## src/hw/rtl/ltcm_pkg.sv

```systemverilog
// ============================================================================
// ltcm_pkg : shared definitions for the line tile coverage marker
// Grid geometry, configuration indexes, operation codes, beat payload types,
// divider request/response types and the sequencer state encoding.
// ============================================================================
package ltcm_pkg;

  // Grid geometry and the derived widths.
  localparam int GRID_COLS = 64;
  localparam int GRID_ROWS = 64;
  localparam int MAP_DEPTH = GRID_COLS * GRID_ROWS;
  localparam int ADDR_W    = (MAP_DEPTH > 1) ? $clog2(MAP_DEPTH) : 1;
  localparam int COL_W     = (GRID_COLS > 1) ? $clog2(GRID_COLS) : 1;
  localparam int ROW_W     = (GRID_ROWS > 1) ? $clog2(GRID_ROWS) : 1;

  // Field and datapath widths.
  localparam int COORD_W    = 16;
  localparam int IDX_W      = COORD_W + 1;
  localparam int QIDX_W     = 6;
  localparam int DIVIDEND_W = 2 * COORD_W;
  localparam int DIV_CNT_W  = $clog2(DIVIDEND_W + 1);

  localparam logic [DIV_CNT_W-1:0] DIV_STEPS_LONG  = DIV_CNT_W'(DIVIDEND_W);
  localparam logic [DIV_CNT_W-1:0] DIV_STEPS_SHORT = DIV_CNT_W'(COORD_W);

  // Configuration register indexes and reset values.
  localparam int CFG_IDX_W = 1;
  localparam logic [CFG_IDX_W-1:0] CFG_TILE_WIDTH  = 1'b0;
  localparam logic [CFG_IDX_W-1:0] CFG_TILE_HEIGHT = 1'b1;
  localparam logic [COORD_W-1:0]   TILE_SIZE_RESET = 16'd256;

  // Operation codes.
  localparam logic OP_MARK_LINE = 1'b0;
  localparam logic OP_QUERY     = 1'b1;

  typedef struct packed {
    logic               operation;
    logic [COORD_W-1:0] start_x;
    logic [COORD_W-1:0] start_y;
    logic [COORD_W-1:0] end_x;
    logic [COORD_W-1:0] end_y;
    logic [QIDX_W-1:0]  query_col;
    logic [QIDX_W-1:0]  query_row;
  } in_item_t;

  typedef struct packed {
    logic marked;
    logic out_of_grid;
  } out_item_t;

  typedef struct packed {
    logic                  start;
    logic                  long_op;
    logic [DIVIDEND_W-1:0] dividend;
    logic [COORD_W-1:0]    divisor;
  } div_req_t;

  typedef struct packed {
    logic               busy;
    logic [COORD_W-1:0] quotient;
    logic [COORD_W-1:0] remainder;
  } div_rsp_t;

  typedef enum logic [3:0] {
    ST_CLEAR,
    ST_IDLE,
    ST_QRD,
    ST_QFIN,
    ST_SC,
    ST_SR,
    ST_EC,
    ST_ER,
    ST_VLO,
    ST_VWALK,
    ST_ALO,
    ST_ACHK,
    ST_ADIV,
    ST_BIDX,
    ST_FIN
  } ltcm_state_t;

endpackage

```

## src/hw/rtl/ltcm_divider.sv

```systemverilog
// ============================================================================
// ltcm_divider : shared restoring divider
// Unsigned divide of a 16- or 32-bit dividend by a 16-bit divisor, one
// quotient bit per cycle. The quotient is known to fit in 16 bits.
// ============================================================================
module ltcm_divider (
  input  logic              clk,
  input  logic              rst_n,
  input  ltcm_pkg::div_req_t req,
  output ltcm_pkg::div_rsp_t rsp
);
  import ltcm_pkg::*;

  logic [DIVIDEND_W-1:0] dq_r, dq_nxt;
  logic [COORD_W-1:0]    rem_r, rem_nxt;
  logic [COORD_W-1:0]    den_r, den_nxt;
  logic [DIV_CNT_W-1:0]  cnt_r, cnt_nxt;
  logic [COORD_W:0]      shifted;
  logic [COORD_W:0]      trial;
  logic                  fits;

  always_comb begin
    shifted = {rem_r, dq_r[DIVIDEND_W-1]};
    trial   = shifted - {1'b0, den_r};
    fits    = (shifted >= {1'b0, den_r});
    dq_nxt  = dq_r;
    rem_nxt = rem_r;
    den_nxt = den_r;
    cnt_nxt = cnt_r;
    if (req.start) begin
      // A short divide places its 16-bit dividend at the top of the shifter.
      dq_nxt  = req.long_op ? req.dividend
                            : {req.dividend[COORD_W-1:0], {(DIVIDEND_W-COORD_W){1'b0}}};
      rem_nxt = '0;
      den_nxt = req.divisor;
      cnt_nxt = req.long_op ? DIV_STEPS_LONG : DIV_STEPS_SHORT;
    end else if (cnt_r != '0) begin
      rem_nxt = fits ? trial[COORD_W-1:0] : shifted[COORD_W-1:0];
      dq_nxt  = {dq_r[DIVIDEND_W-2:0], fits};
      cnt_nxt = cnt_r - 1'b1;
    end
  end

  always_ff @(posedge clk) begin
    if (!rst_n) begin
      cnt_r <= '0;
    end else begin
      cnt_r <= cnt_nxt;
    end
  end

  always_ff @(posedge clk) begin
    dq_r  <= dq_nxt;
    rem_r <= rem_nxt;
    den_r <= den_nxt;
  end

  assign rsp.busy      = (cnt_r != '0);
  assign rsp.quotient  = dq_r[COORD_W-1:0];
  assign rsp.remainder = rem_r;

endmodule

```

## config.mk

```make
export PLATFORM = sky130hd
export DESIGN_NAME = ltcm_divider
export DESIGN_NICKNAME = d
export VERILOG_FILES = /design/src/hw/rtl/ltcm_pkg.sv /design/src/hw/rtl/ltcm_divider.sv
export SDC_FILE = /design/constraint.sdc
export NUM_CORES = 1
export LEC_CHECK = 0
export BUFFER_PORTS_ARGS = -buffer_cell sky130_fd_sc_hd__buf_4
export CAP_MARGIN = 20
export CORE_ASPECT_RATIO = 0.6
export CORE_UTILIZATION = 53
export CTS_BUF_LIST = sky130_fd_sc_hd__clkbuf_2 sky130_fd_sc_hd__clkbuf_4 sky130_fd_sc_hd__clkbuf_8
export DETAILED_ROUTE_END_ITERATION = 6
export GPL_TIMING_DRIVEN = 0
export PLACE_DENSITY_LB_ADDON = 0.05
export SLEW_MARGIN = 0
export SYNTH_ARGS = -nofsm -noshare
export SYNTH_HDL_FRONTEND = slang
export SYNTH_SLANG_ARGS = --single-unit
```

## constraint.sdc

```tcl
create_clock -name clk -period 2.51 [get_ports clk]
set_input_delay 0.3765 -clock clk [delete_from_list [all_inputs] [get_ports clk]]
set_output_delay 0.3765 -clock clk [all_outputs]
set_load 0.005 [all_outputs]
```

# Yosys cells after proc, flatten, opt, wreduce, memory -nomap -nowiden
# Cells that the tools add are included.
# Widths: inputs -> output; s select.
[word_totals] ff_bits=70 latchBits=0 mem_bits_rw=0 romBits=0 input_bits=52 out_inout_bits=33 memories=0
[op_classes] add_sub_neg=2 multipliers=0 div=0 magnitude_cmp=1 eq_ne=0 n_shift=0 mux=7 bitwise_logic=0 n_reduce_logical=2
[op_table] cell="$mux 32" count=3
[op_table] cell="$mux 6" count=3
[op_table] cell="$ge 17x16->1" count=1
[op_table] cell="$mux 16" count=1
[op_table] cell="$sub 16x16->16" count=1
[op_table] cell="$reduce_bool 6->1" count=1
[op_table] cell="$sub 6x1->6 const B" count=1
[op_table] cell="$reduce_bool 2->1" count=1

# Longest topological paths before layout
[depth] ltp_word=3 mapped_depth=10 ltp_nobuf=10

# Worst setup path after synthesis
# No wires, ideal clock.
[synth_path] path_kind="register -> register" startpoint="register cnt_r[0]" endpoint="register dq_r[0] (enable)" setup_ns=0.401 arrival_time_ns=1.734 path_slack_ns=0.375 stages_incl_launch_ff=8 path_buffers=0 synth_period_minus_slack_ns=2.135 cell_sequence="dfxtp_1 inv_1 ha_1 nand2b_1 nor4_4 inv_2 nor2_1 inv_1"
[synth_via] elab_chain_cells=2
[synth_rtl] item="start: declaration" line="ltcm_divider.sv:17" source="logic [DIV_CNT_W-1:0] cnt_r, cnt_nxt;"
[synth_rtl] item="start signal: assignment" line="ltcm_divider.sv:48" source="cnt_r <= cnt_nxt;"
[synth_rtl] item="$reduce_bool 6->1" line="ltcm_divider.sv:37" source="end else if (cnt_r != '0) begin"
[synth_rtl] item="$reduce_bool 2->1 (no source line)"
[synth_rtl] item="end signal: assignment" line="ltcm_divider.sv:53" source="dq_r <= dq_nxt;"
[synth_rtl] item="end: declaration" line="ltcm_divider.sv:14" source="logic [DIVIDEND_W-1:0] dq_r, dq_nxt;"
# No other way between the ends.
# A chain may end at the register's enable or synchronous reset.

# Final worst setup path
[layout_path] startpoint="register dq_r[31]" endpoint="register rem_r[14]"
[layout_via] elab_chain_cells=2 word_cells_on_any_way=3
[layout_rtl] item="$sub 16x16->16 or $ge 17x16->1 (tied branches)" line="ltcm_divider.sv:24, ltcm_divider.sv:25"
[layout_rtl] item="$mux 16 *" line="ltcm_divider.sv:38" source="rem_nxt = fits ? trial[COORD_W-1:0] : shifted[COORD_W-1:0];"
[layout_rtl] item="end signal: assignment" line="ltcm_divider.sv:54" source="rem_r <= rem_nxt;"
[layout_rtl] item="end: declaration" line="ltcm_divider.sv:15" source="logic [COORD_W-1:0] rem_r, rem_nxt;"
# Every way passes the cells marked *; elsewhere a longest branch is shown, timed or not.

==> impl_metrics.env <==
export IMPL_outcome="finished, final reports clean"
export IMPL_root_buffer="clkbuf_8"
export IMPL_grt_met3_usage=0.0691
export IMPL_n_antenna_cell=0
export IMPL_antenna_found_initial=0
export IMPL_hold_class="in -> reg"
export IMPL_via_count=3376
export IMPL_finalClockSkew_ns=0.0104
export IMPL_cts_buffer_depth=2
export IMPL_totalWireLength_um=9980
export IMPL_slew_violations=0
export IMPL_cts_tree="yes"
export IMPL_portBuffers=83
export IMPL_synth_edf_count=48
export IMPL_worst_slew_pin_slew_ns=0.700
export IMPL_cap_violations=0
export IMPL_final_nets=582
export IMPL_die_w_um=115
export IMPL_initial_core_util=0.552
export IMPL_die_y_um=69.6
export IMPL_grt_usage=0.266
export IMPL_yosysWarningCount=0
export IMPL_rsz0062_at_grt="yes"
export IMPL_std_cell_rows=24
export IMPL_syn_num_nets=487
export IMPL_syn_to_final_growth_pct=24.5
export IMPL_grt_max_degree=24
export IMPL_critPathRequiredTime_ns=2.74
export IMPL_powerDensity_mw_per_mm2=1020
export IMPL_drc=0
export IMPL_critPathArrivalTime_ns=2.68
export IMPL_dp_slack_ns=-0.0261
export IMPL_path_cells="inv_1, ha_1, fa_1, nand2b_1, a21oi_1, o31a_1, a21oi_2, and4bb_2, nor3_1, o21ai_0"
export IMPL_synth_cell_types=56
export IMPL_globalplace_congestion=0.929
export IMPL_grt_pass1_wl_um=16000
export IMPL_critPathMaxStageDelay_ns=0.41
export IMPL_io_pins=85
export IMPL_setup_viol=0
export IMPL_use_met1=0.404
export IMPL_first_pass_iters=5
export IMPL_leakage_nw=2.20
export IMPL_synthFlopType="edfxtp_1"
export IMPL_detail_route_antenna_nets=0
export IMPL_syn_inst=417
export IMPL_start_kind="register"
export IMPL_postSynthAreaPerCell_um2=9.69
export IMPL_clk_pin_slew_ns=0.08
export IMPL_die_area_mm2=0.00799
export IMPL_met2_usage=0.377
export IMPL_setup_ws_ns=0.0609
export IMPL_hold_viol_final=0
export IMPL_slew_headroom=0.533
export IMPL_synth_area_mm2=0.00404
export IMPL_ys_seq_area_frac=0.466
export IMPL_cts_made_buffers=9
export IMPL_overflow=0
export IMPL_htreeDepth=3
export IMPL_drive_gt1_frac=0.260
export IMPL_endpoint_kind="register"
export IMPL_post_route_min_period_ns=2.45
export IMPL_grt_pass1_vias=3221
export IMPL_critPathSlowestCell="fa_1"
export IMPL_fmax_ghz=0.408
export IMPL_peakVddDrop_v=0.000646
export IMPL_clock_sinks=70
export IMPL_via_per_inst=5.45
export IMPL_core_region_area_mm2=0.00733
export IMPL_synthArstFlopShare=0
export IMPL_wl_per_cell_um=16.1
export IMPL_criticalPathCategory="reg -> reg"
export IMPL_fin_crit_sh=0.976
export IMPL_stdcell_area_mm2=0.00503
export IMPL_place_area_mm2=0.00482
export IMPL_cp_max_fo=3
export IMPL_clock_latency_ns=0.36
export IMPL_busiest_layer="met1"
export IMPL_drt_iter0_drc=314
export IMPL_ys_ff_latch=70
export IMPL_fin_util=0.686
export IMPL_hpwl_um=7290
==> layout make-up <==
class | instances | area [um^2]
Buffer | 32 | 191
Clock buffer | 12 | 146
Clock inverter | 3 | 37.5
Fill cell | 607 | 2300
Inverter | 37 | 139
Multi-Input combinational cell | 277 | 1850
Sequential cell | 70 | 1880
Tap cell | 104 | 130
Timing Repair Buffer | 85 | 658
==> cell families (layout without fill, tap and decap cells) <==
family	count (synthesis)	in the layout	synth area share
XOR/XNOR	12	12	0.0260
adder cells (fa/ha/maj)	18	18	0.0576
AO/OA/AOI/OAI	106	106	0.168
AND/OR/NAND/NOR	117	117	0.141
multiplexers	24	24	0.0594
flip-flops	70	70	0.466
buffers and inverters	70	169	0.0824
==> path summary, 6_finish.rpt <==
path	slack, ns	end	depth (start not counted)	from
worst max-delay path	0.06	rem_r[14]$_SDFFE_PP0P_	10	dq_r[31]$_DFFE_PP_
worst min-delay path	0.19	den_r[15]$_DFFE_PP_	1	req[15]
worst max register to register	0.06	rem_r[14]$_SDFFE_PP0P_	10	dq_r[31]$_DFFE_PP_
worst min register to register	0.53	cnt_r[2]$_SDFFE_PN0P_	2	cnt_r[2]$_SDFFE_PN0P_
==> cell usage after synthesis (10+ instances only) <==
cell	instances	area share
a211oi_1	10	0.019
a21oi_1	34	0.042
buf_4	16	0.030
clkbuf_1	11	0.010
dfxtp_1	22	0.11
edfxtp_1	48	0.36
ha_1	17	0.053
inv_1	36	0.033
mux2i_1	24	0.059
nand2_1	31	0.029
nor2_1	42	0.039
o21ai_0	28	0.035
==> flip-flops by register name, indices dropped and copies added, names as in the netlist <==
signal / count
dq_r: 32
den_r: 16
cnt_r: 6
rem_r: 16
==> placed cells by master (no fill, tap or decap), drive strengths merged, types with 3 or more instances in the layout <==
cell	count
o21ai	32
o21a	4
nand3	7
nand2b	5
nor2b	4
ha	17
o31a	3
xnor2	7
nor2	42
xor2	5
dfxtp	22
nand2	31
mux2i	24
nand4	3
a21oi	35
inv	37
o2bb2a	4
a211oi	10
buf	107
clkbuf	22
nor3	7
edfxtp	48
o2111ai	4
a21o	4
and2	3
==> stage by stage <==
step	power, mW	cells	TNS [ns]	hold WS, ns
floorplan	3.34	417	0	0.460
global placement	4.05	604	-6.58	0.483
detailed placement	4.15	605	-0.570	0.504
CTS	5.08	621	0	0.176
global route	5.45	620	-0.0204	0.174
finish	5.13	620	0	0.193
==> report_power, final <==
| group | internal, mW | switching [mW] | leakage [nW] |
|---|---|---|---|
| Clock | 0.481 | 0.422 | 0.0958 |
| Sequential | 1.56 | 0.228 | 0.672 |
| Combinational | 1.15 | 1.30 | 1.43 |
| Total | 3.18 | 1.94 | 2.20 |
==> layer usage <==
layer,part of all wire,up-vias
met4,0.0081,0
met3,0.079,11
met2,0.41,137
li1,-,1664
met1,0.50,1564
met5,0,-
==> critical path: cells and delay by family (launching register included) <==
family          cells  cell delay, ns
simple gates        3            0.61
compound gates      4            0.70
buf+inv             1            0.05
flops               1            0.33
fa+ha+maj           2            0.65
==> repair_timing <==
| item | in CTS | in global routing |
|---|---|---|
| setup buffers | 1 | 0 |
| endpoints found under the setup margin | 24 | 32 |
| hold buffers | 0 | 0 |
| gates resized for setup | 0 | 7 |
| pin swaps | 1 | 0 |
(Power assumes the default switching activity.)
